`config.mk`:
```
export PLATFORM = sky130hd
export DESIGN_NAME = ssrb_div
export DESIGN_NICKNAME = d
export VERILOG_FILES = /design/src/hw/rtl/ssrb_pkg.sv /design/src/hw/rtl/ssrb_div.sv
export SDC_FILE = /design/constraint.sdc
export NUM_CORES = 1
export LEC_CHECK = 0
export BUFFER_PORTS_ARGS = -buffer_cell sky130_fd_sc_hd__buf_2
export CORE_ASPECT_RATIO = 2
export CORE_MARGIN = 4
export CORE_UTILIZATION = 40
export DETAILED_ROUTE_END_ITERATION = 16
export PLACE_DENSITY = 0.58
export SYNTH_ARGS = -nofsm -noshare
export SYNTH_HDL_FRONTEND = slang
export SYNTH_SLANG_ARGS = --single-unit
```
`constraint.sdc`:
```
create_clock -name clk -period 6.9 [get_ports clk]
set_clock_uncertainty 0.15 [all_clocks]
set_input_delay 0.69 -clock clk [delete_from_list [all_inputs] [get_ports clk]]
set_output_delay 0.69 -clock clk [all_outputs]
set_load 0.005 [all_outputs]
```
`src/hw/rtl/ssrb_pkg.sv`:
```
// ---------------------------------------------------------------------------
// ssrb_pkg: shared constants for the sound source range/bearing table
// Sizes, item codes, angle scaling and the CORDIC angle steps.
// ---------------------------------------------------------------------------
package ssrb_pkg;

	localparam int MAX_SOURCES = 16;
	localparam int CNT_W       = $clog2(MAX_SOURCES + 1);
	localparam int IDX_W       = (MAX_SOURCES > 1) ? $clog2(MAX_SOURCES) : 1;
	localparam int CMP_W       = (CNT_W > 5) ? CNT_W : 5;
	localparam int ENTRY_W     = 96;

	// item modes
	localparam logic [1:0] MODE_ADD    = 2'd0;
	localparam logic [1:0] MODE_EXPIRE = 2'd1;
	localparam logic [1:0] MODE_QUERY  = 2'd2;

	// result status codes
	localparam logic [1:0] ST_OK    = 2'd0;
	localparam logic [1:0] ST_FULL  = 2'd1;
	localparam logic [1:0] ST_EMPTY = 2'd2;

	// degrees = rad * DEG_SCALE / (PI_MICRO * 2^k)
	localparam logic [31:0] DEG_SCALE = 32'd180000000;
	localparam logic [31:0] PI_MICRO  = 32'd3141592;

	// floor(n / PI_MICRO) = (n * PI_RECIP) >> RECIP_SHIFT, exact for n below 2^31
	localparam int          RECIP_SHIFT = 53;
	localparam logic [31:0] PI_RECIP    =
		32'((64'd1 << RECIP_SHIFT) / 64'(PI_MICRO) + 64'd1);

	localparam int CORDIC_STEPS = 31;

	// atan(2^-i) in units of 2^-30 rad
	function automatic logic [30:0] atan_step(input logic [4:0] i);
		logic [30:0] a;
		begin
			case (i)
				5'd0: a = 31'd843314857;
				5'd1: a = 31'd497837829;
				5'd2: a = 31'd263043837;
				5'd3: a = 31'd133525159;
				5'd4: a = 31'd67021687;
				5'd5: a = 31'd33543516;
				5'd6: a = 31'd16775851;
				5'd7: a = 31'd8388437;
				5'd8: a = 31'd4194283;
				5'd9: a = 31'd2097149;
				default: a = 31'd1 << (5'd30 - i);
			endcase
			return a;
		end
	endfunction

endpackage

```
`src/hw/rtl/ssrb_div.sv`:
```
// ---------------------------------------------------------------------------
// ssrb_div: divider by the fixed pi constant
// 9-bit quotient of num / 3141592 by reciprocal multiplication.
// ---------------------------------------------------------------------------
module ssrb_div (
	input  logic        clk,
	input  logic        arst_n,
	input  logic        start,
	input  logic [31:0] num,
	output logic        done,
	output logic [8:0]  quo
);
	logic        busy_q;
	logic        done_q;
	logic [31:0] num_q;
	logic [63:0] prod_q;

	// latch the numerator, then one multiply by the scaled reciprocal
	always_ff @(posedge clk or negedge arst_n) begin
		if (!arst_n) begin
			busy_q <= 1'b0;
			done_q <= 1'b0;
			num_q  <= '0;
			prod_q <= '0;
		end else if (start) begin
			busy_q <= 1'b1;
			done_q <= 1'b0;
			num_q  <= num;
		end else if (busy_q) begin
			prod_q <= num_q * ssrb_pkg::PI_RECIP;
			busy_q <= 1'b0;
			done_q <= 1'b1;
		end
	end

	assign done = done_q;
	assign quo  = prod_q[ssrb_pkg::RECIP_SHIFT +: 9];
endmodule

```
==> parameters.txt <==
Parameter                              Value

Layout
  Net count, final    between 2000 and 3000
  Layout-stage area growth over the synthesis result    20.8%
  Number of filler cells placed in the layout    4244
  Commonest non-fill, non-tap cell in the layout    inv_1
  Combined flip-flop and latch cell area    1100 um2
  Final design area excluding fillers    22400 um2
  Non-filler cells in the finished layout    2592
  Commonest cells after routing, fill and taps aside    inv_1, fa_1, ha_1
  Area of combinational cells with multiple inputs    15800 um2
  Share of final-layout standard cells stronger than drive strength 1    0.224
  Number of antenna repair diodes    0

CTS
  Clock latency of the later-clocked register in the worst-skew pair    around 0.34 ns
  Num CTS Buffers    5
  CTS Hold Buffers Added    0
  Maximum root-to-sink buffer count    2
  Deepest level of the CTS H-tree    2
  Sink count of the clock tree    43
  TritonCTS clock tree    yes
  Cell at the root of the clock tree    clkbuf_16
  Clock transition at the registers of the reported paths    about 0.10 ns

GRT
  Wire length of the first global-routing pass    96.5 mm
  Initial antenna violation count    0
  Global router's overall resource usage    0.266
  Maximum number of pins on one net before global-route repair    64
  Sum of overflow across all layers after global routing    0
  Number of global-route vias before repair    16300

Routing
  Post-DRT Antenna Nets    0
  Via density per instance    5.09
  Initial detailed-routing violation count    around 440
  Total via count in the routed design    13200
  Wire length per cell    24.7 um
  Routed Wire Length    about 64 mm
  First-pass detailed-route iteration total    4
  DRC violation count after routing    0

Die
  Area of the die    50100 um2
  I/O pin count    45
  Starting Density    0.405
  Number of rows created at floorplan    111
  Vertical die dimension    313 um
  Die width    ~160 um
  Area of the core region    45800 um2

Place
  Total placed cells including tap cells    2555
  Instance area after placement    21500 um2
  Final HPWL from detailed placement    58.9 mm
  Buffers on Ports    44
  Routability congestion estimate    1.05

STA
  Final hold slack    0.336 ns
  Count of pins over their slew limit    0
  Sum of negative setup slack    -1.73 ns
  Slew HR    0.326
  Fin. Hold Viols    0
  Final clock period utilization by the worst path    1.04
  Transition time at the pin with the least slew margin    between 0.9 and 1 ns
  Setup repair after global routing missed its margin    yes
  Worst setup margin    -0.309 ns
  Post-layout minimum cycle time    approximately 7.2 ns
  Achievable clock frequency    139 MHz
  Setup Viol. Count Final    9

Yosys
  Mapped Nets    around 2500
  Post-synthesis register bit count    43
  Asr flop ratio synth    1.00
  Part of the Yosys area used for sequential elements    0.0580
  Synth cell types    54
  Number of enable flip-flop cells after synthesis    0
  YS warnings    0
  Synthesized area per cell    11.0 um2
  Netlist area before placement    18600 um2
  Commonest register cell after synthesis    dfrtp_1
  Post-synthesis cell count    around 1700

Job
  Number of maximum-capacitance constraint violations    0

Worst hold path
  Type of the most critical hold path    reg -> reg

Setup path
  Req. time, crit path    ~7.0 ns
  Crit path launch type    register
  Start-to-end type of the worst setup path    reg -> reg
  Kind of end point of the critical path    register
  Arrival time at the worst endpoint    about 7.3 ns
  Biggest fanout along the worst timing path    4

Run status
  Violated checks    setup timing
  Status    complete, but fails checks
sequential cells by signal (all words and copies together) (netlist names):
| name | cells |
|---|---|
| busy_q | 1 |
| done | 1 |
| num_q | 32 |
| prod_q | 9 |
synth_stat cells (2+ instances only):
cell type  instances  area [um2]
o21ai_1            2        10.0
or4_1              2        15.0
o31ai_1            6        45.0
nand2b_1           2        12.5
a2111oi_0          2        17.5
and4_1             2        17.5
xnor2_1            8        70.1
nor2_1            13        48.8
nor2b_1            5        31.3
ha_1             331        4140
nand3b_1           2        15.0
and3_1             5        31.3
o211ai_1           3        22.5
inv_1            544        2040
and2_1             4        25.0
o22ai_1            2        12.5
nor3_1             9        45.0
nor3b_1            2        15.0
a211o_1            3        26.3
a211oi_1           5        37.5
dfrtp_1           43        1080
a21oi_1           35         175
xor2_1             4        35.0
o21a_1             6        45.0
a21o_1            21         158
nand3_1           14        70.1
clkbuf_1           9        33.8
o21bai_1           3        22.5
a21boi_0           2        15.0
mux2_2             5        56.3
o21ai_0           42         210
nand4_1            4        25.0
or3_1              2        12.5
nand2_1           51         191
fa_1             477        9550
nor4_1             4        25.0
worst max-delay path, cell delays in order (launching register included):
cell       delay (ns)
dfrtp_2          0.48
buf_4            0.17
ha_2             0.34
inv_1            0.05
fa_1             0.48
inv_1            0.06
fa_2             0.39
fa_1             0.53
inv_1            0.05
fa_1             0.47
buf_4            0.15
inv_1            0.07
fa_2             0.49
fa_2             0.72
ha_4             0.25
ha_4             0.26
nand3_1          0.08
buf_6            0.15
or4_4            0.57
a2111oi_4        0.20
buf_4            0.21
or3_4            0.17
a211oi_4         0.06
or4_1            0.48
nand3_1          0.09
final timing paths:
path / start / endpoint / slack [ns] / cells after the start
max: num_q[6] / prod_q[60] / -0.31 / 24
min: prod_q[60] / prod_q[60] / 0.34 / 2
max reg2reg: num_q[6] / prod_q[60] / -0.31 / 24
min reg2reg: prod_q[60] / prod_q[60] / 0.34 / 2
max in group asynchronous: arst_n / num_q[23] / 5.64 / 2
min in group asynchronous: arst_n / num_q[8] / 0.38 / 2
metal layers:
metal	part of all wire	track usage	vias to the layer above	routed length, um
met2	0.54	0.500	396	34600
met4	0.18	0.333	0	11200
li1	-	-	5802	-
met5	0	0	-	0
met1	0.26	0.207	6679	16600
met3	0.026	0.0295	310	1640
cell type report:
cell class                      count  area share
Timing Repair Buffer              336       0.114
Multi-Input combinational cell   1096       0.706
Clock buffer                        6     0.00619
Sequential cell                    43      0.0491
Clock inverter                      2     0.00156
Tap cell                          565      0.0315
Inverter                          544      0.0910
cells by family (layout without fill, tap and decap cells):
| family | after synthesis | in the layout | synth area share |
|---|---|---|---|
| multiplexers | 5 | 5 | 0.00303 |
| flip-flops | 43 | 43 | 0.0580 |
| XOR/XNOR | 12 | 12 | 0.00566 |
| buffers and inverters | 553 | 888 | 0.112 |
| adder cells (fa/ha/maj) | 808 | 808 | 0.737 |
| AND/OR/NAND/NOR | 129 | 129 | 0.0352 |
| AO/OA/AOI/OAI | 142 | 142 | 0.0489 |
per-stage QoR:
stage | worst slack (ns) | utilization
after CTS | -0.424 | 0.483
final | -0.309 | 0.489
after detailed placement | -0.655 | 0.469
after floorplan | 0.0655 | -
after global placement | -0.632 | 0.469
after global routing | -0.497 | 0.489
what timing repair did:
action | in CTS | in global routing
endpoints found under the setup margin | 9 | 9
gates resized for setup | 54 | 49
pin swaps | 49 | 44
setup buffers | 19 | 10
Power is not shown: default switching activity piles up to over one toggle a cycle in this logic, so the estimate is an artifact.
