<file path="config.mk">
export PLATFORM = sky130hd
export DESIGN_NAME = ssrb_sqrt
export DESIGN_NICKNAME = d
export VERILOG_FILES = /design/src/hw/rtl/ssrb_sqrt.sv
export SDC_FILE = /design/constraint.sdc
export NUM_CORES = 1
export LEC_CHECK = 0
export BUFFER_PORTS_ARGS = -buffer_cell sky130_fd_sc_hd__buf_2
export CAP_MARGIN = 20
export CORE_ASPECT_RATIO = 1.75
export CORE_MARGIN = 1
export CORE_UTILIZATION = 31
export DETAILED_ROUTE_END_ITERATION = 10
export GPL_ROUTABILITY_DRIVEN = 1
export PLACE_DENSITY = 0.52
export REMOVE_ABC_BUFFERS = 1
export SLEW_MARGIN = 20
export SYNTH_ARGS = -nofsm -noshare
export SYNTH_HDL_FRONTEND = slang
export SYNTH_SLANG_ARGS = --single-unit
</file>
<file path="constraint.sdc">
create_clock -name clk -period 13.8 [get_ports clk]
set_input_delay 0.69 -clock clk [delete_from_list [all_inputs] [get_ports clk]]
set_output_delay 0.69 -clock clk [all_outputs]
set_load 0.05 [all_outputs]
</file>
<file path="src/hw/rtl/ssrb_sqrt.sv">
// ---------------------------------------------------------------------------
// ssrb_sqrt: iterative integer square root
// Floor square root of a 64-bit value, one result bit per cycle.
// ---------------------------------------------------------------------------
module ssrb_sqrt (
	input  logic        clk,
	input  logic        arst_n,
	input  logic        start,
	input  logic [63:0] radicand,
	output logic        done,
	output logic [31:0] root
);
	logic        busy_q;
	logic        done_q;
	logic [4:0]  step_q;
	logic [63:0] n_q;
	logic [63:0] res_q;
	logic [63:0] bit_q;
	logic [63:0] trial;

	assign trial = res_q + bit_q;

	// one bit pair per cycle
	always_ff @(posedge clk or negedge arst_n) begin
		if (!arst_n) begin
			busy_q <= 1'b0;
			done_q <= 1'b0;
			step_q <= '0;
			n_q    <= '0;
			res_q  <= '0;
			bit_q  <= '0;
		end else if (start) begin
			busy_q <= 1'b1;
			done_q <= 1'b0;
			step_q <= '0;
			n_q    <= radicand;
			res_q  <= '0;
			bit_q  <= 64'd1 << 62;
		end else if (busy_q) begin
			if (n_q >= trial) begin
				n_q   <= n_q - trial;
				res_q <= (res_q >> 1) + bit_q;
			end else begin
				res_q <= res_q >> 1;
			end
			bit_q  <= bit_q >> 2;
			step_q <= step_q + 5'd1;
			if (step_q == 5'd31) begin
				busy_q <= 1'b0;
				done_q <= 1'b1;
			end
		end
	end

	assign done = done_q;
	assign root = res_q[31:0];
endmodule

</file>
==> results.toml, run 1 <==
[routing]
ant_nets = 0
remaining_drc_errors = 0
wl_per_cell_um = 20.70
num_vias = 15520
dr.first_iter.drc_count = 843
firstDrtPassIters = 5
wl_mm = 56.73
avgViaCountPerCell = 5.665

[pwr]
p_total_mw = 3.888
p_leak_nw = 7.560
p_seq_share_pct = 20.6
p_comb_share_pct = 66.7
p_sw_share_pct = 53.14
power.switching_mw = 2.066
p_int_mw = 1.822
clockPowerShare_pct = 12.7
vdd_drop_max_uv = 230.4
cellPowerDensity_nw_per_um2 = 222.5

[synth]
synth.area.top_cells = "dfrtp_1, ha_1, nand2_1"
seq_area_frac_synth_pct = 25.78
yosys_warnings = 0
ys_top_cells_by_count = "nand2_1, nor2_1, dfrtp_1"
synth-seq-cells = 167
yosys.area.top_type = "dfrtp_1"
synth_top_area_share_pct = 25.78
synthFlopType = "dfrtp_1"
synth_cell_type_count = 81
synth-edff-count = 0
synth_area_per_cell_um2 = 7.771
yosysMostFrequentCell = "nand2_1"
ys_async_sr_fraction_pct = 100.0
syn_area_um2 = 16210
syn_inst = 2086

[critical_path]
start_kind = "flop"
critical-path-max-stage-delay_ns = 0.57
path_cells = "ha_1 -> a31oi_1 -> a211oi_2 -> a211o_2 -> a21oi_2 -> o21a_1 -> or4_4 -> a311oi_2 -> nor2_2 -> o21ai_0 -> xnor2_1 -> ha_1 -> nand4_1 -> or4_4 -> or3_1 -> and3b_1 -> nor2_4 -> buf_4 -> nor2_4 -> nand2_1 -> o31ai_1"
crit_fanout = 48
critPathSlowestCell = "or4_4"
crit_arrival_ns = 7.70
r2r_setup_slack_ns = 6.47
criticalPathCategory = "reg2reg"
cp.required_ns = 14.18
end_kind = "flop"

[floorplan]
core_area_um2 = 51470
dieArea_um2 = 53240
io_pins = 100
placementRows = 110
initial_utilization_pct = 31.49
die_y_um = 304.5
die_w_um = 174.9

[layout]
regArea_um2 = 4183
antenna_cells = 0
syn_to_final_growth_pct = 7.812
fin_util_pct = 33.95
fill_cells = 5559
multi_input_area_um2 = 11110
stdcell_count = 2740
nets = 2255
fin_area_um2 = 17480
drive_gt1_share_pct = 8.946

[placed_design]
io_buffer_count = 99
hpwl_mm = 43.84
gp_congestion = 0.9366
dp.cells = 2708
place_ws_ns = 6.512
place_area_um2 = 16900

[sta]
rsz0062_at_grt = "false"
tns_ns = 0
worst_slack_ns = 6.474
finalSetupViolations = 0
slew_violations = 0
layout_min_cycle_time_ns = 7.326
slew_headroom_pct = 36.75
hold_viol_final = 0
whs_ns = 0.1351
skew_ns = 0.01387
min_period_over_period_pct = 53.08
worstMarginPinSlew_ns = 0.9488
fmax_mhz = 136.5

[status]
status = "finished clean"

[clock_network]
hold_buffers = 0
post_cts_buffers = 0
clkSlewWorstSetupHoldPaths_ns = 0.07
cts_tree = "done"
h-tree-depth = 4
cts_repair_resize_count = 0
insertion_delay_ns = 0.48
cts.sinks = 167
ctsRootBufferMaster = "clkbuf_16"
cts_buffer_depth = 2
cts_made_buffers = 17

[min_path]
hp-class = "in2async"

[grt]
grt_usage_pct = 21.42
grt_start_max_net_pins = 163
grtUsageMet2_pct = 40.46
grt_pass1_wl_mm = 88.69
grt-ovfl-total = 0
busiest_layer = "met2"
grt_pass1_vias = 16010
gr-usage-met3_pct = 3.805
grt_use_met1_pct = 21.34
antenna_found_initial = 3

[job]
drv_cap = 0
path summary, 6_finish.rpt:
| path | startpoint | end | cells past startpoint |
|---|---|---|---|
| worst max register to register | res_q[2]$_DFFE_PN0P_ | res_q[63]$_DFFE_PN0P_ | 21 |
| worst min-delay path | arst_n | n_q[53]$_DFFE_PN0P_ | 1 |
| min in group clk | radicand[18] | n_q[18]$_DFFE_PN0P_ | 2 |
| max in group asynchronous | arst_n | busy_q$_DFF_PN0_ | 3 |
| worst max-delay path | res_q[2]$_DFFE_PN0P_ | res_q[63]$_DFFE_PN0P_ | 21 |
| worst min register to register | done$_DFFE_PN0P_ | done$_DFFE_PN0P_ | 2 |
critical path, delay by kind of cell, from the launching register on:
kind | cells | cell delay [ns]
simple gates | 9 | 3.34
xor+xnor | 1 | 0.14
buf+inv | 1 | 0.32
compound gates | 8 | 2.15
fa+ha+maj | 2 | 0.82
flops | 1 | 0.46
per-layer routing:
layer	share of wire, %	wire [um]
met1	36	20520
met2	54	30510
met3	4.1	2350
met4	5.8	3309
met5	0.060	34
flip-flops by register name, summed over array words and instances (netlist names):
| name | cells |
|---|---|
| bit_q | 32 |
| busy_q | 1 |
| done | 1 |
| n_q | 64 |
| res_q | 64 |
| step_q | 5 |
logic make-up (layout without fill, tap and decap cells):
logic type                 count (synthesis)  after routing  share of synthesized area, %
adders and majority gates                133            133                         10.31
AOI/OAI and AO/OA                        685            685                         27.39
xor gates and xnor gates                 149            149                         8.051
muxes                                     58             58                         3.589
buffers and inverters                    203            185                         5.758
DFF                                      167            167                         25.78
and+or+nand+nor                          691            691                         19.12
power groups by stage:
stage / combinational, mW / sequential, mW / clock, mW
after CTS: 2.60 / 0.801 / 0.506
after global placement: 2.58 / 0.805 / 0
after global routing: 2.87 / 0.818 / 0.528
after detailed placement: 2.59 / 0.808 / 0
final: 2.59 / 0.801 / 0.493
after floorplan: 1.84 / 0.805 / 0
cells in the final DEF, fill, tap and decap left out, types with 69 or more instances in the layout:
cell type	instances
xor2_1	72
a21oi_1	166
nand2_1	239
nor2_1	231
ha_1	132
o21ai_0	153
buf_2	97
a31oi_1	69
dfrtp_1	166
xnor2_1	77
cell type report:
cell class              instances  area share (%)
clock buffers                  18           2.513
clock inverters                14          0.7947
inverters                      44          0.9451
multi-input cells            1716           63.59
flip-flops and latches        167           23.93
well taps                     672           4.811
repair buffers                109           3.408
No activity file was read; power rests on OpenSTA's default activity.
==> inputs of run 2 (changes only) <==
ABC_AREA = 1   (was not set)
clock period = 7.27 ns   (was 13.8 ns; I/O delays follow)
==> run 2 against run 1 <==
Final area is 33% higher. Utilization is 0.079 points lower. Register-to-register slack worse by 5.0 ns. Non-clock buffer count is 4 higher. Worst hold slack worse by 0.070 ns. Maximum frequency is 27% higher. Worst setup slack worse by 5.0 ns. Combinational power is 140% higher.
==> results.toml, run 2 <==
[min_path]
hp-class = "in2reg"

[floorplan]
initial_utilization_pct = 31.31
core_area_um2 = 68490
dieArea_um2 = 70270
die_w_um = 200.8
io_pins = 100
placementRows = 127
die_y_um = 349.9

[sta]
slew_violations = 0
min_period_over_period_pct = 79.03
finalSetupViolations = 0
slew_headroom_pct = 32.78
layout_min_cycle_time_ns = 5.746
fmax_mhz = 174.0
worstMarginPinSlew_ns = 1.002
tns_ns = 0
hold_viol_final = 0
skew_ns = 0.01214
worst_slack_ns = 1.524
rsz0062_at_grt = "false"

[synth]
ys_top_cells_by_count = "nand2_1, inv_1, nor2_1"
synth-edff-count = 0
seq_area_frac_synth_pct = 19.49
syn_area_um2 = 21440
yosys.area.top_type = "nand2_1"
yosysMostFrequentCell = "nand2_1"
synth.area.top_cells = "nand2_1, dfrtp_1, inv_1"
yosys_warnings = 0
synth_area_per_cell_um2 = 5.488
synth_cell_type_count = 50
synth_top_area_share_pct = 27.90
ys_async_sr_fraction_pct = 100.0
synthFlopType = "dfrtp_1"
syn_inst = 3907
synth-seq-cells = 167

[placed_design]
io_buffer_count = 99
gp_congestion = 1.026
place_ws_ns = 1.608
hpwl_mm = 80.29

[pwr]
p_sw_share_pct = 59.20
p_leak_nw = 12.51
power.switching_mw = 5.164
vdd_drop_max_uv = 207.1
p_comb_share_pct = 70.6
p_int_mw = 3.559
cellPowerDensity_nw_per_um2 = 376.0
clockPowerShare_pct = 11.4
p_seq_share_pct = 17.9

[grt]
grt_pass1_vias = 24060
grt_start_max_net_pins = 59
grt_pass1_wl_mm = 142.5
grt-ovfl-total = 0
grt_usage_pct = 27.73
antenna_found_initial = 0

[critical_path]
start_kind = "flop"
crit_fanout = 56
crit_arrival_ns = 6.21
end_kind = "flop"
cp.required_ns = 7.73
criticalPathCategory = "reg2reg"

[clock_network]
clkSlewWorstSetupHoldPaths_ns = 0.09
cts_tree = "done"
ctsRootBufferMaster = "clkbuf_16"
h-tree-depth = 4
cts_made_buffers = 17
cts.sinks = 167
post_cts_buffers = 0
cts_buffer_depth = 2
insertion_delay_ns = 0.52

[status]
status = "finished clean"

[layout]
fin_util_pct = 33.87
antenna_cells = 0
layout_common_cells = "nand2_1, inv_1, nor2_1"
nets = 4141
largestRegisters = "n_q: 64 flops, res_q: 64 flops, bit_q: 32 flops"
drive_gt1_share_pct = 4.957
syn_to_final_growth_pct = 8.180
fill_cells = 7925
final_common_cell = "nand2_1"

[routing]
avgViaCountPerCell = 4.906
firstDrtPassIters = 6
wl_per_cell_um = 19.91
wl_mm = 96.72
dr.first_iter.drc_count = 1512
num_vias = 23830
remaining_drc_errors = 0
ant_nets = 0

[job]
drv_cap = 0
## run 2: timing repair
| action | in CTS | in global routing |
|---|---|---|
| hold buffers | 1 | 0 |
| gates resized for setup | 0 | 0 |
| endpoints found under the hold margin | 55 | 0 |
## run 2: logic make-up (layout without fill, tap and decap cells)
group / Yosys count / count (layout) / share of synthesized area, %
AO/OA/AOI/OAI: 354 / 354 / 8.904
AND/OR/NAND/NOR: 2363 / 2363 / 44.98
buffers and inverters: 798 / 845 / 15.07
multiplexers: 1 / 1 / 0.04668
flip-flops: 167 / 167 / 19.49
adder cells (fa/ha/maj): 133 / 133 / 7.796
XOR/XNOR: 91 / 91 / 3.717
## run 2: path summary, 6_finish.rpt
kind	start	slack, ns	to	cells past startpoint
worst min register to register	n_q[44]$_DFFE_PN0P_	0.50	n_q[44]$_DFFE_PN0P_	2
worst max-delay path	res_q[10]$_DFFE_PN0P_	1.52	n_q[27]$_DFFE_PN0P_	24
worst min-delay path	radicand[60]	0.06	n_q[60]$_DFFE_PN0P_	3
max in group asynchronous	arst_n	5.63	res_q[6]$_DFFE_PN0P_	3
min in group asynchronous	arst_n	0.38	n_q[58]$_DFFE_PN0P_	2
worst max register to register	res_q[10]$_DFFE_PN0P_	1.52	n_q[27]$_DFFE_PN0P_	24
## run 2: per-layer routing
| layer | global-route usage, % | wire (um) | share of wire [%] | up-vias |
|---|---|---|---|---|
| li1 | - | - | - | 12080 |
| met1 | 26.06 | 33700 | 35 | 10880 |
| met2 | 52.91 | 51120 | 53 | 587 |
| met3 | 3.576 | 2950 | 3.0 | 291 |
| met4 | 23.63 | 8954 | 9.3 | 0 |
| met5 | 0 | 0 | 0 | - |
## run 2: worst max-delay path: stages, from the launching register on
cell and delay [ns]:
dfrtp_1 0.51, ha_1 0.44, nand2_1 0.10, o21ai_1 0.31
nor2_1 0.09, nand2_1 0.07, o21ai_0 0.16, o21ai_1 0.41
nand2_1 0.12, nand2_1 0.36, xor2_1 0.14, ha_1 0.38
nand2_1 0.12, nor2_2 0.19, nand2_2 0.13, nor2_2 0.22
nand4_1 0.22, nand3_2 0.25, nand2_4 0.14, nand2_8 0.30
nand2_1 0.12, nand2_2 0.07, buf_4 0.47, nand3_1 0.17
nand2_1 0.11
## run 2: per-stage QoR
step / total power [mW] / area (um2) / instances / hold WS, ns
finish: 8.723 / 23200 / 4857 / 0.06495
global route: 9.553 / 23200 / 4857 / 0.05190
CTS: 8.732 / 23200 / 4857 / 0.03784
detailed placement: 7.691 / 22590 / 4824 / 0.3942
global placement: 7.671 / 22590 / 4824 / 0.3894
floorplan: 5.771 / 20840 / 3809 / 0.06791
## run 2: cell type report
class | instances | area (um2) | share of cell area (%)
Timing Repair Buffer | 113 | 611.8 | 2.638
Clock inverter | 15 | 175.2 | 0.7551
Inverter | 700 | 2628 | 11.33
Clock buffer | 17 | 425.4 | 1.834
Sequential cell | 167 | 4179 | 18.02
Tap cell | 903 | 1130 | 4.871
Multi-Input combinational cell | 2942 | 14050 | 60.56
## run 2: power groups by stage
stage | Combinational, mW | Clock [mW] | Sequential [mW]
after global routing | 6.90 | 1.05 | 1.60
final | 6.16 | 0.995 | 1.57
after detailed placement | 6.12 | 0 | 1.57
after floorplan | 4.22 | 0 | 1.55
after global placement | 6.10 | 0 | 1.57
after CTS | 6.14 | 1.03 | 1.56
