**src/hw/rtl/ssrb_pkg.sv**
```systemverilog
// ---------------------------------------------------------------------------
// ssrb_pkg: shared constants for the sound source range/bearing table
// Sizes, item codes, angle scaling and the CORDIC angle steps.
// ---------------------------------------------------------------------------
package ssrb_pkg;

	localparam int MAX_SOURCES = 16;
	localparam int CNT_W       = $clog2(MAX_SOURCES + 1);
	localparam int IDX_W       = (MAX_SOURCES > 1) ? $clog2(MAX_SOURCES) : 1;
	localparam int CMP_W       = (CNT_W > 5) ? CNT_W : 5;
	localparam int ENTRY_W     = 96;

	// item modes
	localparam logic [1:0] MODE_ADD    = 2'd0;
	localparam logic [1:0] MODE_EXPIRE = 2'd1;
	localparam logic [1:0] MODE_QUERY  = 2'd2;

	// result status codes
	localparam logic [1:0] ST_OK    = 2'd0;
	localparam logic [1:0] ST_FULL  = 2'd1;
	localparam logic [1:0] ST_EMPTY = 2'd2;

	// degrees = rad * DEG_SCALE / (PI_MICRO * 2^k)
	localparam logic [31:0] DEG_SCALE = 32'd180000000;
	localparam logic [31:0] PI_MICRO  = 32'd3141592;

	// floor(n / PI_MICRO) = (n * PI_RECIP) >> RECIP_SHIFT, exact for n below 2^31
	localparam int          RECIP_SHIFT = 53;
	localparam logic [31:0] PI_RECIP    =
		32'((64'd1 << RECIP_SHIFT) / 64'(PI_MICRO) + 64'd1);

	localparam int CORDIC_STEPS = 31;

	// atan(2^-i) in units of 2^-30 rad
	function automatic logic [30:0] atan_step(input logic [4:0] i);
		logic [30:0] a;
		begin
			case (i)
				5'd0: a = 31'd843314857;
				5'd1: a = 31'd497837829;
				5'd2: a = 31'd263043837;
				5'd3: a = 31'd133525159;
				5'd4: a = 31'd67021687;
				5'd5: a = 31'd33543516;
				5'd6: a = 31'd16775851;
				5'd7: a = 31'd8388437;
				5'd8: a = 31'd4194283;
				5'd9: a = 31'd2097149;
				default: a = 31'd1 << (5'd30 - i);
			endcase
			return a;
		end
	endfunction

endpackage

```
**src/hw/rtl/ssrb_cordic.sv**
```systemverilog
// ---------------------------------------------------------------------------
// ssrb_cordic: vectoring CORDIC arctangent
// Normalizes both magnitudes, then 31 rotation steps, one per cycle.
// ---------------------------------------------------------------------------
module ssrb_cordic (
	input  logic        clk,
	input  logic        arst_n,
	input  logic        start,
	input  logic [31:0] ax,
	input  logic [31:0] ay,
	output logic        done,
	output logic [30:0] angle
);
	typedef enum logic [1:0] {
		C_IDLE,
		C_NORM,
		C_ROT
	} cstate_t;

	cstate_t            state_q;
	logic               done_q;
	logic [4:0]         i_q;
	logic signed [35:0] x_q;
	logic signed [35:0] y_q;
	logic signed [32:0] z_q;
	logic [31:0]        mag_or;
	logic signed [35:0] xs;
	logic signed [35:0] ys;
	logic signed [32:0] a;

	assign mag_or = x_q[31:0] | y_q[31:0];
	assign xs     = x_q >>> i_q;
	assign ys     = y_q >>> i_q;
	assign a      = signed'({2'b00, ssrb_pkg::atan_step(i_q)});

	always_ff @(posedge clk or negedge arst_n) begin
		if (!arst_n) begin
			state_q <= C_IDLE;
			done_q  <= 1'b0;
			i_q     <= '0;
			x_q     <= '0;
			y_q     <= '0;
			z_q     <= '0;
		end else begin
			case (state_q)
				C_IDLE: begin
					if (start) begin
						x_q     <= signed'({4'b0, ax});
						y_q     <= signed'({4'b0, ay});
						done_q  <= 1'b0;
						state_q <= C_NORM;
					end
				end
				// scale up until the larger magnitude has bit 31 set
				C_NORM: begin
					if (mag_or[31:23] == '0) begin
						x_q <= x_q <<< 8;
						y_q <= y_q <<< 8;
					end else if (!mag_or[31]) begin
						x_q <= x_q <<< 1;
						y_q <= y_q <<< 1;
					end else begin
						i_q     <= '0;
						z_q     <= '0;
						state_q <= C_ROT;
					end
				end
				// drive y toward zero, accumulate angle
				C_ROT: begin
					if (!y_q[35]) begin
						x_q <= x_q + ys;
						y_q <= y_q - xs;
						z_q <= z_q + a;
					end else begin
						x_q <= x_q - ys;
						y_q <= y_q + xs;
						z_q <= z_q - a;
					end
					i_q <= i_q + 5'd1;
					if (i_q == 5'(ssrb_pkg::CORDIC_STEPS - 1)) begin
						done_q  <= 1'b1;
						state_q <= C_IDLE;
					end
				end
				default: state_q <= C_IDLE;
			endcase
		end
	end

	assign done  = done_q;
	assign angle = z_q[32] ? '0 : z_q[30:0];
endmodule

```
**config.mk**
```make
export PLATFORM = sky130hd
export DESIGN_NAME = ssrb_cordic
export DESIGN_NICKNAME = d
export VERILOG_FILES = /design/src/hw/rtl/ssrb_pkg.sv /design/src/hw/rtl/ssrb_cordic.sv
export SDC_FILE = /design/constraint.sdc
export NUM_CORES = 1
export LEC_CHECK = 0
export BUFFER_PORTS_ARGS = -buffer_cell sky130_fd_sc_hd__buf_2
export CORE_ASPECT_RATIO = 1.25
export CORE_UTILIZATION = 30
export DETAILED_ROUTE_END_ITERATION = 7
export GPL_TIMING_DRIVEN = 0
export PLACE_DENSITY_LB_ADDON = 0.1
export SLEW_MARGIN = 25
export SYNTH_ARGS = -nofsm -noshare
export SYNTH_HDL_FRONTEND = slang
export SYNTH_SLANG_ARGS = --single-unit
```
**constraint.sdc**
```tcl
create_clock -name clk -period 19.9 [get_ports clk]
set_input_delay 2.985 -clock clk [delete_from_list [all_inputs] [get_ports clk]]
set_output_delay 2.985 -clock clk [all_outputs]
set_load 0.03 [all_outputs]
```
==> results.sh, run 1 <==
export IMPL_multiInputGateArea_um2=15980
export IMPL_ys_flop_type="dfrtp_1"
export IMPL_synth_top_area_frac=0.1414
export IMPL_synth_area_um2=20000
export IMPL_synth_edf_count=0
export IMPL_holdWs_ns=0.4886
export IMPL_async_flop_share=1.000
export IMPL_place_port_buffers=98
export IMPL_ctsHoldBuffers=0
export IMPL_ant_nets=0
export IMPL_synthCells=2521
export IMPL_remaining_drc_errors=0
export IMPL_final_util=0.3394
export IMPL_io_pins=99
export IMPL_tritoncts="yes"
export IMPL_cts_sinks=113
export IMPL_dr_pass1_iters=6
export IMPL_grt_pass1_wl_mm=174.4
export IMPL_die_area_um2=67720
export IMPL_area_growth_pct=11.66
export IMPL_cts_buffers=17
export IMPL_path_class="reg -> reg"
export IMPL_final_min_clock_period_ns=9.041
export IMPL_register_area_um2=2828
export IMPL_fillers=7076
export IMPL_rows=105
export IMPL_dp_hpwl_mm=100.1
export IMPL_synth_area_leaders="dfrtp_1 14%, mux4_2 7.7%, ha_1 7.4%, a21oi_1 5.6%, o21ai_0 5.5%"
export IMPL_fin_worst_skew_ns=0.01373
export IMPL_clock_path_buffers=2
export IMPL_reg2reg_slack_ns=10.86
export IMPL_core_area_um2=65820
export IMPL_die_w_um=233.0
export IMPL_hp_class="reg -> reg"
export IMPL_wl_per_cell_um=36.07
export IMPL_vias_per_cell=6.335
export IMPL_rsz0062_at_grt="false"
export IMPL_required_ns=20.28
export IMPL_worstPathArrival_ns=9.42
export IMPL_finalMaxSlewViolations=0
export IMPL_setup_tns_final_ns=0
export IMPL_postSynthAreaPerCell_um2=7.935
export IMPL_gp_congestion=1.043
export IMPL_outcome="finished clean"
export IMPL_synth_top_cell_by_area="dfrtp_1"
export IMPL_max_cap_viol_count=0
export IMPL_clk_latency_ns=0.51
export IMPL_grtUsageTotal=0.3727
export IMPL_yosys_register_bits=113
export IMPL_cts_setup_buffers=0
export IMPL_ys_warn_count=0
export IMPL_slew_headroom=0.2410
export IMPL_die_h_um=290.7
export IMPL_end_kind="flip-flop"
export IMPL_crit_fanout=10
export IMPL_grt_max_degree=67
export IMPL_max_freq_mhz=110.6
export IMPL_wirelength_mm=126.6
export IMPL_overflow=0
export IMPL_yosysSeqAreaShare=0.1414
export IMPL_synth_common_cells="225 x a21oi_1, 220 x nand2_1, 218 x o21ai_0, 193 x nor2_1, 118 x ha_1"
export IMPL_vias=22241
export IMPL_synth_most_common_cell="a21oi_1"
export IMPL_drt_iter0_markers=2180
export IMPL_fin_crit_sh=0.4543
export IMPL_start_util=0.3039
export IMPL_start_kind="flip-flop"
export IMPL_root_buffer="clkbuf_16"
export IMPL_setup_violations=0
export IMPL_htree_levels=4
export IMPL_hold_viol_final=0
export IMPL_antenna_found_initial=3
export IMPL_syn_num_nets=2709
export IMPL_nets=2832
export IMPL_clk_pin_slew_ns=0.07
export IMPL_grt_pass1_vias=22023
export IMPL_cts_repair_resized=0
export IMPL_yosysUniqueCellTypes=106
export IMPL_worstMarginPinSlew_ns=1.138
export IMPL_drive_gt1_frac=0.1590
layer usage:
metal / global-route usage / vias up / routed length (um)
li1: - / 9760 / -
met1: 0.4319 / 11222 / 48680
met2: 0.6028 / 961 / 59290
met3: 0.05946 / 298 / 7105
met4: 0.3021 / 0 / 11560
met5: 0 / - / 0
worst paths after layout:
| check | endpoint | cells past startpoint | from |
|---|---|---|---|
| setup / recovery | x_q[35]$_DFFE_PN0P_ | 27 | i_q[1]$_DFFE_PN0P_ |
| hold / removal | z_q[0]$_DFFE_PN0P_ | 2 | z_q[0]$_DFFE_PN0P_ |
| setup reg to reg | x_q[35]$_DFFE_PN0P_ | 27 | i_q[1]$_DFFE_PN0P_ |
| hold reg to reg | z_q[0]$_DFFE_PN0P_ | 2 | z_q[0]$_DFFE_PN0P_ |
| max in group asynchronous | x_q[23]$_DFFE_PN0P_ | 2 | arst_n |
| min in group asynchronous | z_q[6]$_DFFE_PN0P_ | 1 | arst_n |
sequential cells by signal, summed over array words and instances, names as in the netlist:
name and cells:
i_q 5, x_q 36, z_q 33, y_q 36
done 1, state_q 2
cell type report:
class,instances,area share
multi-input cells,2154,0.7154
flip-flops and latches,113,0.1266
clock inverters,5,0.003473
clock buffers,24,0.02246
diodes,1,0.0001120
inverters,66,0.01109
well taps,856,0.04795
plain buffers,188,0.04739
repair buffers,104,0.02549
placed cells by master, fill, tap and decap left out, types with 31 or more instances in the layout:
master    Yosys  layout
nor2b_1      63      63
nand2_1     220     220
o31ai_1      31      31
mux2_2       63      63
nor3_1       60      56
mux2i_1      88      87
a221oi_1     38      37
a31oi_1      31      31
buf_2        32     131
nor2_1      193     191
a21oi_1     225     225
a21o_1       71      71
xor2_1       76      76
clkbuf_1    113      91
xnor2_1      88      88
nand3_1      35      35
o21ai_0     218     216
inv_1        62      62
mux4_2       68      68
dfrtp_1     113     113
ha_1        118     118
kinds of logic (layout without fill, tap and decap cells):
logic type,count (synthesis),in the layout,synth area share
other,0,1,0
DFF,113,113,0.1414
buffers and inverters,254,387,0.06367
AOI/OAI and AO/OA,882,882,0.2862
adders and majority gates,121,121,0.07681
and+or+nand+nor,754,754,0.1868
xor gates and xnor gates,165,165,0.07293
muxes,232,232,0.1723
stage by stage:
step | area, um^2 | std cells | setup slack (ns)
detailed placement | 21750 | 3481 | 10.94
floorplan | 20000 | 2521 | 13.08
finish | 22340 | 3511 | 10.86
global route | 22330 | 3510 | 10.41
global placement | 21570 | 3475 | 10.11
CTS | 22330 | 3510 | 10.94
worst max-delay path, stage by stage, from the launching register on:
cell       delay (ns)
dfrtp_1          0.38
buf_2            0.30
buf_6            0.22
buf_4            0.28
buf_2            0.39
buf_6            0.23
clkbuf_1         0.76
mux2i_1          0.93
o21ai_0          0.38
a21oi_1          0.64
nand3_1          0.22
nor2_2           0.36
and4b_1          0.33
nand2_1          0.14
o31a_1           0.12
o21ai_0          0.54
ha_1             0.35
clkbuf_1         0.18
a2111oi_0        0.39
o21ai_0          0.17
a31oi_1          0.19
o21ai_0          0.14
a221o_1          0.39
o21bai_1         0.21
a21oi_1          0.15
o22a_1           0.24
a211oi_1         0.17
nand2_1          0.07
Power of run 1 is not shown: default switching activity piles up to over one toggle a cycle in this logic, so the estimate is an artifact.
==> inputs of run 2 (changes only) <==
==> constraint.sdc (replaced) <==
create_clock -name clk -period 8.2 [get_ports clk]
set_input_delay 1.23 -clock clk [delete_from_list [all_inputs] [get_ports clk]]
set_output_delay 1.23 -clock clk [all_outputs]
set_load 0.03 [all_outputs]
==> run 2 against run 1 <==
Register-to-register slack lost 11 ns. Worst setup slack lost 11 ns. Via count grew 0.22%. Largest cell class unchanged. Final area grew 0.89%. Flip-flop and latch count is the same. First-iteration DRC count grew 1.2%. Final cell count grew 0.11%.
==> results.sh, run 2 (same netlist as run 1, synthesis figures left out) <==
export IMPL_required_ns=8.58
export IMPL_clk_pin_slew_ns=0.07
export IMPL_die_h_um=290.7
export IMPL_ant_nets=0
export IMPL_register_area_um2=2828
export IMPL_dr_pass1_iters=6
export IMPL_die_area_um2=67720
export IMPL_grtUsageTotal=0.3731
export IMPL_start_kind="flip-flop"
export IMPL_io_pins=99
export IMPL_multiInputGateArea_um2=16120
export IMPL_finalMaxSlewViolations=0
export IMPL_ctsHoldBuffers=0
export IMPL_tritoncts="yes"
export IMPL_drive_gt1_frac=0.1701
export IMPL_layout_common_cells="223 x a21oi_1, 220 x nand2_1, 214 x o21ai_0, 190 x nor2_1, 127 x buf_2"
export IMPL_grt_max_degree=67
export IMPL_worst_path_max_delay_cell="a21oi_1"
export IMPL_hold_start="z_q[0]$_DFFE_PN0P_"
export IMPL_largest_registers="x_q (36), y_q (36), z_q (33)"
export IMPL_place_area_um2=21750
export IMPL_max_freq_mhz=125.2
export IMPL_final_min_clock_period_ns=7.989
export IMPL_fin_worst_skew_ns=0.01464
export IMPL_path_class="reg -> reg"
export IMPL_root_buffer="clkbuf_16"
export IMPL_rsz0062_at_grt="false"
export IMPL_setup_violations=0
export IMPL_clock_path_buffers=2
export IMPL_worstPathArrival_ns=8.37
export IMPL_cts_sinks=113
export IMPL_die_w_um=233.0
export IMPL_grt_pass1_wl_mm=174.6
export IMPL_worstMarginPinSlew_ns=1.234
export IMPL_crit_fanout=10
export IMPL_reg2reg_from="i_q[3]$_DFFE_PN0P_"
export IMPL_layout_commonest_cell="a21oi_1"
export IMPL_hp_class="reg -> reg"
export IMPL_crit_top_cell="buf_2"
export IMPL_vias=22290
export IMPL_core_area_um2=65820
export IMPL_vias_per_cell=6.341
export IMPL_max_cap_viol_count=0
export IMPL_hold_viol_final=0
export IMPL_crit_start="i_q[3]$_DFFE_PN0P_"
export IMPL_outcome="finished clean"
export IMPL_gp_congestion=1.043
export IMPL_area_growth_pct=12.65
export IMPL_rows=105
export IMPL_slowest_delay_ns=0.62
export IMPL_wirelength_mm=126.8
export IMPL_slew_headroom=0.1735
export IMPL_dp_hpwl_mm=100.1
export IMPL_remaining_drc_errors=0
export IMPL_place_port_buffers=98
export IMPL_start_util=0.3039
export IMPL_fillers=7076
export IMPL_design_area_um2=22530
export IMPL_wl_per_cell_um=36.07
export IMPL_fin_crit_sh=0.9743
export IMPL_overflow=0
export IMPL_cts_buffers=17
export IMPL_grt_pass1_vias=22018
export IMPL_clk_latency_ns=0.51
export IMPL_holdWs_ns=0.4887
export IMPL_antenna_found_initial=2
export IMPL_end_kind="flip-flop"
export IMPL_htree_levels=4
export IMPL_drt_iter0_markers=2207
export IMPL_nets=2835
export IMPL_reg2reg_slack_ns=0.21
-- run 2: final timing paths --
check,end,cells past startpoint
hold reg to reg,z_q[0]$_DFFE_PN0P_,2
hold / removal,z_q[0]$_DFFE_PN0P_,2
setup / recovery,x_q[35]$_DFFE_PN0P_,28
min in group asynchronous,z_q[6]$_DFFE_PN0P_,1
max in group asynchronous,x_q[23]$_DFFE_PN0P_,2
setup reg to reg,x_q[35]$_DFFE_PN0P_,28
-- run 2: worst max-delay path: cells and delay by family, from the launching register on --
family	cells	cell delay (ns)
AND/OR/NAND/NOR	6	1.64
adder cells (fa/ha/maj)	1	0.32
flip-flops	1	0.33
AO/OA/AOI/OAI	13	3.58
buffers and inverters	8	1.94
-- run 2: cell type report --
| type | instances | share of cell area |
|---|---|---|
| multi-input combinational | 2154 | 0.7153 |
| sequential | 113 | 0.1255 |
| tap | 856 | 0.04753 |
| buffer | 185 | 0.04736 |
| timing repair buffer | 110 | 0.02726 |
| clock buffer | 24 | 0.02227 |
| inverter | 66 | 0.01116 |
| clock inverter | 5 | 0.003443 |
| antenna | 2 | 0.0002221 |
-- run 2: metrics by stage --
stage	setup TNS, ns	utilization	setup slack, ns	std cells
2_1_floorplan	0	-	1.379	2521
3_3_place_gp	-14.87	0.3276	-1.593	3475
3_5_place_dp	-5.226	0.3305	-0.7607	3481
4_1_cts	0	0.3406	0.003761	3511
5_1_grt	0	0.3423	0.01040	3513
6_report	0	0.3424	0.2109	3515
-- run 2: what timing repair did --
action,CTS,global route
buffers inserted,3,3
setup endpoints to repair,20,12
gates resized for setup,17,25
pin swaps,3,3
-- run 2: layer usage --
layer  part of all wire  GRT usage  vias to the layer above
met3              0.059    0.05897                      303
met5                  0          0                        -
met2               0.47     0.6052                     1008
met1               0.38     0.4328                    11208
li1                   -          -                     9771
met4              0.092     0.2989                        0
Power of run 2 is left out for the same reason.
