### config.mk
export PLATFORM = sky130hd
export DESIGN_NAME = ssrb_ram
export DESIGN_NICKNAME = d
export VERILOG_FILES = /design/src/hw/rtl/ssrb_ram.sv
export SDC_FILE = /design/constraint.sdc
export NUM_CORES = 1
export LEC_CHECK = 0
export BUFFER_PORTS_ARGS = -buffer_cell sky130_fd_sc_hd__buf_2
export CAP_MARGIN = 5
export CORE_MARGIN = 4
export CORE_UTILIZATION = 55
export CTS_CLUSTER_SIZE = 12
export DETAILED_ROUTE_END_ITERATION = 7
export HOLD_SLACK_MARGIN = 0.06
export PLACE_DENSITY = 0.78
export SYNTH_ARGS = -nofsm -noshare
export SYNTH_HDL_FRONTEND = slang
export SYNTH_SLANG_ARGS = --single-unit
### constraint.sdc
create_clock -name clk -period 2 [get_ports clk]
set_input_delay 0.4 -clock clk [delete_from_list [all_inputs] [get_ports clk]]
set_output_delay 0.4 -clock clk [all_outputs]
set_load 0.02 [all_outputs]
### src/hw/rtl/ssrb_ram.sv
// ---------------------------------------------------------------------------
// ssrb_ram: generic simple dual-port RAM
// One write port, one read port, read data registered.
// ---------------------------------------------------------------------------
module ssrb_ram #(
	parameter int WIDTH = 8,
	parameter int DEPTH = 16
) (
	input  logic                                       clk,
	input  logic                                       we,
	input  logic [((DEPTH > 1) ? $clog2(DEPTH) : 1)-1:0] waddr,
	input  logic [WIDTH-1:0]                           wdata,
	input  logic [((DEPTH > 1) ? $clog2(DEPTH) : 1)-1:0] raddr,
	output logic [WIDTH-1:0]                           rdata
);
	logic [WIDTH-1:0] mem_q [DEPTH];

	always_ff @(posedge clk) begin
		if (we) begin
			mem_q[waddr] <= wdata;
		end
		rdata <= mem_q[raddr];
	end
endmodule

==> results of run 1 <==
[power by group through the flow]
stage / registers [uW] / clock network [uW] / logic [uW]
global placement: 3260 / 0 / 309
detailed placement: 3270 / 0 / 318
global route: 3210 / 3370 / 345
finish: 3210 / 3200 / 320
floorplan: 3280 / 0 / 162
CTS: 3210 / 3240 / 323
[cells in the mapped netlist, drive strengths merged]
cell	instances	area, um^2
nor3	4	20.02
nand2	9	33.78
buf	7	56.30
a22oi	16	120.1
nor2b	1	6.260
clkdlybuf4s25	3	30.03
and2	1	6.260
nand3	1	5.000
and2b	1	7.510
edfxtp	128	3844
dfxtp	8	160.2
nand3b	2	15.01
nor2	13	48.80
mux4	32	773.2
nand2b	2	12.51
or3b	1	8.760
[sequential cells by signal (all words and copies together), names as in the netlist]
register / count
mem_q: 128
rdata: 8
[metal layers]
metal,routed length [um],vias to the layer above
li1,-,1086
met1,4261,1309
met2,4972,109
met3,694,10
met4,141,0
met5,0,-
[cells by family (layout without fill, tap and decap cells)]
logic type,Yosys count,after routing
and+or+nand+nor,35,35
other,0,1
AOI/OAI and AO/OA,16,16
DFF,136,136
buffers and inverters,10,79
muxes,32,32
[area by class of cell]
cell class	instances	area (um^2)
sequential	136	4004
fill	570	3063
multi-input combinational	83	1057
clock buffer	18	417.9
timing repair buffer	47	315.3
clock inverter	14	197.7
tap	111	138.9
antenna	1	2.502
[worst paths after layout]
kind	startpoint	endpoint	slack (ns)	depth (start not counted)
setup / recovery	rdata[4]$_DFF_P_	rdata[4]	0.56	1
hold / removal	wdata[0]	mem_q[5][0]$_DFFE_PP_	0.27	1
setup reg to reg	mem_q[9][3]$_DFFE_PP_	rdata[3]$_DFF_P_	0.60	3
hold reg to reg	mem_q[14][2]$_DFFE_PP_	rdata[2]$_DFF_P_	0.67	3
[metrics by stage]
step	total power, uW	cell area, um^2
after floorplan	3445	5147
after global placement	3570	5515
after detailed placement	3583	5515
after CTS	6769	6131
after global routing	6928	6133
final	6723	6133
==> metrics.txt, run 1 <==
status=finished, final reports clean; Post-Place Cells=377; cells resized by post-CTS repair=0; global-route wire length before repair=15.83 mm; arrival time at the worst endpoint=1.04 ns; sort of element at the end of the critical path=output pin; xor/xnor cell area share of the yosys netlist=0%; deepest level of the CTS H-tree=4; Core Footprint=9196 um^2; GRT Max-Usage Layer=met2; share of the clock period used by the worst path after layout=72.07%; unrepaired setup endpoints after global routing=false; total vias in the final route=2514; worst setup margin=0.5586 ns; final wirelength=10.07 mm; fraction of the mapped netlist area in compound gates=2.333%; fraction of power consumed by sequential logic=47.7%; post-layout minimum cycle time=1.441 ns; Hold Slack=0.2661 ns; clk sinks=136; synthesized cell area=5147 um^2; number of buffers on the longest clock path=2; Max stage delay on crit path=0.35 ns; slew of the pin with the lowest slew margin=0.4162 ns; Slew Limit Fails=0; maximum number of pins on one net before global-route repair=33; number of nets produced by synthesis=247; Hold Fails Final Rpt=0; per-cell via count in the routed design=6.132; cells after synthesis=229; Clock Latency Late Sink=0.51 ns; floorplan die area=10970 um^2; met3 global-route usage=6.485%; remaining antenna violation count after routing=0; headroom to the max-slew limit=72.25%; Worst Path Class, Setup=flip-flop to output pin; first drt pass iteration count=4; num rows=35; clock-pin slew reported for the worst setup and hold paths after clock tree synthesis=0.06 ns; DR WL/cell=24.56 um; switching portion of total power=20.39%; combinational family with the most area after synthesis=multiplexers; Ys Warns=0; Psw=1371 uW; initial standard-cell utilization of the core=55.97%; global-route met1 utilization=27.46%; Final Wtd Congestion=0.8131; syn avg cell area=22.48 um^2; maximum capacitance violations=0; worst voltage drop across the vdd grid=0.5581 mV; TritonCTS clock tree=done; hold_buf cts=0; required time of the worst setup path=1.60 ns; CTS Root Buffer Type=clkbuf_8; count of state elements after synthesis=136; setup repair bufs after CTS=0; post-placement worst setup slack=0.2102 ns; Layout Nets=303; ordered list of cells on the worst path=buf_2; post-synthesis simple-gate area fraction=3.184%; met2 global-route usage=30.93%; fraction of the mapped netlist area in adder cells=0%; sequential-to-total area share from yosys stat=77.78%; Post-DP HPWL=6.233 mm; Final Instance Count excl. Fillers=410; leading cell type in the layout, fill and taps excluded=edfxtp_1; post-synthesis mux area share=15.02%; Global Route Usage Sum=20.06%; Crit path buffers/inverters=1; startpoint kind of the worst setup timing path=flip-flop; cell with the largest stage delay on the worst path=dfxtp_1; endpoints failing setup=0; cell family with most CP delay=flip-flops; drt initial violations=236; y dimension of the die=104.7 um; number of library cell types mapped by synthesis=19; total clock buffers created by CTS=17; internal portion of total power=5352 uW; final routed DRC violation total=0; via count of the first global-routing pass=2605; standby leakage power=0.002103 uW; share of cells above drive strength 1=32.55%; number of input and output port buffers inserted=25; maximum fanout encountered on the critical timing path=1; worst clock skew=0.007333 ns; num ports=26; achievable clock frequency=0.6938 GHz; most used cells in the layout excluding fill and tap cells=edfxtp_1 (128), buf_2 (25), buf_4 (20); fraction of power consumed by the clock network=47.6%; global route total overflow=0; Power Dens Cells=1096 nW/um^2; area growth from synthesis to final layout=19.15%; final design utilization=66.69%; die width=104.7 um; type of the most critical hold path=primary input to flip-flop; number of antenna violations at the first check in global routing=1; total negative slack for setup checks=0 ns; share of total power in combinational logic=4.8%
No activity file was read; power rests on OpenSTA's default activity.
==> run 2, diff against run 1 <==
--- a/config.mk
+++ b/config.mk
@@ -5,6 +5,7 @@
 export SDC_FILE = /design/constraint.sdc
 export NUM_CORES = 1
 export LEC_CHECK = 0
+export ABC_AREA = 1
 export BUFFER_PORTS_ARGS = -buffer_cell sky130_fd_sc_hd__buf_2
 export CAP_MARGIN = 5
 export CORE_MARGIN = 4
@@ -12,7 +13,7 @@
 export CTS_CLUSTER_SIZE = 12
 export DETAILED_ROUTE_END_ITERATION = 7
 export HOLD_SLACK_MARGIN = 0.06
-export PLACE_DENSITY = 0.78
+export PLACE_DENSITY = 0.8
 export SYNTH_ARGS = -nofsm -noshare
 export SYNTH_HDL_FRONTEND = slang
 export SYNTH_SLANG_ARGS = --single-unit
==> constraint.sdc (replaced) <==
create_clock -name clk -period 1.2 [get_ports clk]
set_input_delay 0.24 -clock clk [delete_from_list [all_inputs] [get_ports clk]]
set_output_delay 0.24 -clock clk [all_outputs]
set_load 0.02 [all_outputs]
==> metrics.txt, run 2 <==
number of antenna violations at the first check in global routing=0; leading cell type in the layout, fill and taps excluded=nand2_1; arrival time at the worst endpoint=1.01 ns; cells after synthesis=551; slew of the pin with the lowest slew margin=0.3868 ns; Max stage delay on crit path=0.36 ns; via count of the first global-routing pass=3894; type of the most critical hold path=primary input to flip-flop; worst clock skew=0.006552 ns; CTS Root Buffer Type=clkbuf_8; TritonCTS clock tree=done; final total power=11650 uW; most common cell in the netlist=nand2_1; number of cells on the critical path=1; startpoint kind of the worst setup timing path=flip-flop; share of the clock period used by the worst path after layout=103.9%; initial standard-cell utilization of the core=56.11%; sequential cell area=4014 um^2; Post-DP HPWL=8.128 mm; cell family with most CP delay=flip-flops; Layout Nets=619; die width=110.4 um; Slew Limit Fails=0; Final Wtd Congestion=0.8781; unrepaired setup endpoints after global routing=true; clock-pin slew reported for the worst setup and hold paths after clock tree synthesis=0.06 ns; post-layout minimum cycle time=1.246 ns; Core Footprint=10280 um^2; num rows=37; clk sinks=136; number of fill cells in the layout=799; share of cells above drive strength 1=15.80%; hold_buf cts=0; standby leakage power=0.003001 uW; headroom to the max-slew limit=74.22%; number of flops mapped to enable cells by yosys=128; DR WL/cell=17.10 um; achievable clock frequency=0.8024 GHz; Power Dens Cells=1693 nW/um^2; total area of multi-input combinational cells=1214 um^2; global-route wire length before repair=20.25 mm; drt initial violations=335; met3 wire length=780 um; Ys Warns=0; maximum capacitance violations=0; Worst Path Class, Setup=flip-flop to output pin; leading post-synthesis cells by instance count=nand2_1 (173), edfxtp_1 (128), inv_1 (100); deepest level of the CTS H-tree=4; setup repair bufs after CTS=0; commonest register cell after synthesis=edfxtp_1; total clock buffers created by CTS=17; final wirelength=12.82 mm; Clock Latency Late Sink=0.53 ns; y dimension of the die=110.4 um; floorplan die area=12190 um^2; maximum fanout encountered on the critical timing path=1; cells taking the most area after synthesis=edfxtp_1 (67%), nand2_1 (11%), nand3_1 (8.4%); first drt pass iteration count=5; maximum number of pins on one net before global-route repair=38; number of nets produced by synthesis=569; Crit path buffers/inverters=1; num ports=26; number of buffers on the longest clock path=2; post-layout instance area=6879 um^2; Hold Fails Final Rpt=0; remaining antenna violation count after routing=0; sort of element at the end of the critical path=output pin; met2 routed wirelength=6.282 mm; asr flop ratio synth=0%; number of cells traversed by the worst hold path=1; Global Route Usage Sum=23.62%; Placement Cell Area=6171 um^2; worst voltage drop across the vdd grid=0.9992 mV; per-cell via count in the routed design=5.235; most used cells in the layout excluding fill and tap cells=nand2_1 (173), edfxtp_1 (128), inv_1 (100); highest metal layer with signal wires=met4; cell with the largest stage delay on the worst path=dfxtp_2; worst setup margin=-0.04629 ns; endpoints failing setup=6; syn avg cell area=10.47 um^2; status=finished with violations; count of state elements after synthesis=136; synthesized cell area=5767 um^2; antenna diode instance count=0; total vias in the final route=3926; number of input and output port buffers inserted=25; number of library cell types mapped by synthesis=12; global route total overflow=0; final routed DRC violation total=0; ordered list of cells on the worst path=buf_6; total routed wire length on the met1 layer=5.366 mm; number of cells traversed by the worst register-to-register path=6; most flop-heavy register=mem_q; sequential-to-total area share from yosys stat=69.43%; max reg flops=128; violated checks=negative setup slack; required time of the worst setup path=0.96 ns; largest registers=mem_q (128), rdata (8); top cell type by total area after synthesis=edfxtp_1; share of Yosys cell area claimed by the top area cell type=66.65%; area growth from synthesis to final layout=19.29%
-- run 2: cell count changes in the layout (fill, tap and decap cells not counted), sizes merged, moves of 2 or more --
cell,delta
nor3,-4
nand2b,-2
inv,+99
mux4,-32
clkbuf,+4
nor2,+4
nand2,+164
buf,+8
a22oi,-16
nand3,+96
clkinv,-2
-- run 2: kinds of logic (layout without fill, tap and decap cells) --
logic type / count (synthesis) / in the layout / synth area share [%]
buf+inv: 126 / 189 / 9.525
simple gates: 289 / 289 / 21.05
flops: 136 / 136 / 69.43
-- run 2: per-layer routing --
layer | vias to the layer above | GRT usage [%]
met3 | 30 | 4.834
met4 | 0 | 12.05
met2 | 157 | 38.00
li1 | 1877 | -
met5 | - | 0
met1 | 1862 | 30.57
-- run 2: repair_timing --
action,4_1_cts,5_1_grt
resized for setup,24,0
setup endpoints to repair,8,8
cloned,0,0
-- run 2: report_power, final --
| group | internal [uW] | total, uW | leakage, uW | switching [uW] |
|---|---|---|---|---|
| sequential | 5320 | 5360 | 0.00122 | 40.1 |
| clock | 3650 | 5530 | 0.000298 | 1880 |
| combinational | 258 | 754 | 0.00148 | 496 |
| total | 9230 | 11600 | 0.00300 | 2420 |
-- run 2: metrics by stage --
stage	cells	util, %	setup TNS [ns]	setup WS, ns	hold slack (ns)
after floorplan	551	-	0	0.009155	0.3389
after global routing	750	66.93	-0.3309	-0.07394	0.1172
after global placement	718	60.04	-1.054	-0.07210	0.6392
after CTS	750	66.93	-0.2676	-0.06364	0.1153
after detailed placement	718	60.04	-3.438	-0.1094	0.6571
final	750	66.93	-0.1252	-0.04629	0.1250
-- run 2: path summary, 6_finish.rpt --
check	startpoint	to	slack, ns
hold reg to reg	mem_q[12][2]$_DFFE_PP_	rdata[2]$_DFF_P_	0.67
hold / removal	wdata[2]	mem_q[2][2]$_DFFE_PP_	0.12
setup reg to reg	mem_q[1][4]$_DFFE_PP_	rdata[4]$_DFF_P_	0.16
setup / recovery	rdata[1]$_DFF_P_	rdata[1]	-0.05
-- run 2: area by class of cell --
class / count / area share, %
clock buffers: 22 / 7.021
multi-input cells: 289 / 17.64
clock inverters: 10 / 2.401
flip-flops and latches: 136 / 58.35
well taps: 136 / 2.474
repair buffers: 55 / 6.548
inverters: 102 / 5.566
==> run 3, diff against run 2 <==
--- a/config.mk
+++ b/config.mk
@@ -9,11 +9,11 @@
 export BUFFER_PORTS_ARGS = -buffer_cell sky130_fd_sc_hd__buf_2
 export CAP_MARGIN = 5
 export CORE_MARGIN = 4
-export CORE_UTILIZATION = 55
+export CORE_UTILIZATION = 50
 export CTS_CLUSTER_SIZE = 12
 export DETAILED_ROUTE_END_ITERATION = 7
 export HOLD_SLACK_MARGIN = 0.06
-export PLACE_DENSITY = 0.8
+export PLACE_DENSITY = 0.75
 export SYNTH_ARGS = -nofsm -noshare
 export SYNTH_HDL_FRONTEND = slang
 export SYNTH_SLANG_ARGS = --single-unit
==> metrics.txt, run 3 (synthesized netlist as in run 2, its figures left out) <==
sort of element at the end of the critical path=output pin; final design utilization=61.08%; cell with the largest stage delay on the worst path=dfxtp_1; fraction of power consumed by sequential logic=48.6%; startpoint of the most critical register-to-register path=mem_q[6][6]$_DFFE_PP_; setup repair bufs after CTS=0; headroom to the max-slew limit=77.11%; final routed DRC violation total=0; unrepaired setup endpoints after global routing=false; slew of the pin with the lowest slew margin=0.3434 ns; Hold Fails Final Rpt=0; Crit path buffers/inverters=1; post-placement worst setup slack=-0.1010 ns; largest registers=mem_q (128), rdata (8); drt initial violations=343; most flop-heavy register=mem_q; Psw=2573 uW; share of the clock period used by the worst path after layout=95.35%; first drt pass iteration count=5; maximum capacitance violations=0; share of total power in combinational logic=6.5%; clock-pin slew reported for the worst setup and hold paths after clock tree synthesis=0.06 ns; max reg flops=128; worst setup margin=0.05581 ns; standby leakage power=0.002968 uW; Final Wtd Congestion=0.8104; leading cell type in the layout, fill and taps excluded=nand2_1; type of the most critical hold path=primary input to flip-flop; hold_buf cts=0; Worst Path Class, Setup=flip-flop to output pin; floorplan die area=13320 um^2; Core Footprint=11080 um^2; post-layout minimum cycle time=1.144 ns; share of cells above drive strength 1=14.33%; global-route wire length before repair=20.15 mm; global route total overflow=0; per-cell via count in the routed design=5.190; fraction of power consumed by the clock network=45.0%; worst clock skew=0.006084 ns; Worst Min Path Start=raddr[3]; deepest level of the CTS H-tree=4; initial standard-cell utilization of the core=52.06%; number of fill cells in the layout=886; total clock buffers created by CTS=17; CTS Root Buffer Type=clkbuf_16; num rows=38; area growth from synthesis to final layout=17.34%; DR WL/cell=16.64 um; worst voltage drop across the vdd grid=0.8967 mV; required time of the worst setup path=0.96 ns; Max stage delay on crit path=0.33 ns; maximum number of pins on one net before global-route repair=65; Clock Latency Late Sink=0.41 ns; Layout Nets=619; Hold Slack=0.2060 ns; TritonCTS clock tree=done; ordered list of cells on the worst path=buf_2; y dimension of the die=115.4 um; number of buffers on the longest clock path=2; Slew Limit Fails=0; final total power=10990 uW; status=finished, final reports clean; number of input and output port buffers inserted=25; internal portion of total power=8422 uW; total vias in the final route=3913; via count of the first global-routing pass=3831; final wirelength=12.55 mm; cell family with most CP delay=flip-flops; maximum fanout encountered on the critical timing path=1; startpoint kind of the worst setup timing path=flip-flop; num ports=26; endpoints failing setup=0; number of antenna violations at the first check in global routing=0; die width=115.4 um; remaining antenna violation count after routing=0; cells resized by post-CTS repair=0; achievable clock frequency=0.8740 GHz; switching portion of total power=23.40%; Post-DP HPWL=7.918 mm; arrival time at the worst endpoint=0.90 ns; most used cells in the layout excluding fill and tap cells=nand2_1 (173), edfxtp_1 (128), inv_1 (100); Global Route Usage Sum=20.39%; Power Dens Cells=1625 nW/um^2; clk sinks=136; Critical Path Start=rdata[0]$_DFF_P_; antenna diode instance count=0
==> run 3: cell count changes in the layout (fill, tap and decap cells not counted), sizes merged <==
cell      previous run  this run
clkinvlp             6         3
clkbuf              22        17
bufinv               4         1
inv                102       109
clkinv               0         4
==> run 3: per-layer routing <==
metal | track usage (%) | up-vias | part of all wire (%)
met5 | 0 | - | 0
met4 | 7.903 | 0 | 1.6
met3 | 5.263 | 21 | 8.0
met2 | 32.33 | 147 | 49
met1 | 27.17 | 1868 | 41
li1 | - | 1877 | -
==> run 3: path summary, 6_finish.rpt <==
| check | endpoint | slack [ns] | cells past startpoint |
|---|---|---|---|
| setup reg to reg | rdata[6]$_DFF_P_ | 0.18 | 6 |
| setup / recovery | rdata[0] | 0.06 | 1 |
| hold reg to reg | rdata[6]$_DFF_P_ | 0.68 | 6 |
| hold / removal | rdata[5]$_DFF_P_ | 0.21 | 3 |
==> run 3: metrics by stage <==
stage / cells / cell area, um^2 / TNS (ns)
after detailed placement: 722 / 6201 / -3.326
after floorplan: 551 / 5767 / 0
after global routing: 754 / 6766 / 0
final: 754 / 6766 / 0
after CTS: 754 / 6766 / 0
after global placement: 722 / 6201 / -1.256
==> run 3: power groups by stage <==
stage | registers (uW) | clock network [uW] | logic, uW
2_1_floorplan | 5470 | 0 | 375
3_3_place_gp | 5440 | 0 | 684
3_5_place_dp | 5440 | 0 | 704
4_1_cts | 5340 | 5010 | 714
5_1_grt | 5350 | 5240 | 788
6_report | 5340 | 4940 | 711
==> run 3: layout make-up <==
| class | instances | area (um^2) | area share (%) |
|---|---|---|---|
| sequential | 136 | 4004 | 59.17 |
| timing repair buffer | 55 | 425.4 | 6.287 |
| tap | 140 | 175.2 | 2.589 |
| clock buffer | 17 | 425.4 | 6.287 |
| clock inverter | 15 | 140.1 | 2.071 |
| inverter | 102 | 382.9 | 5.658 |
| multi-input combinational | 289 | 1214 | 17.94 |
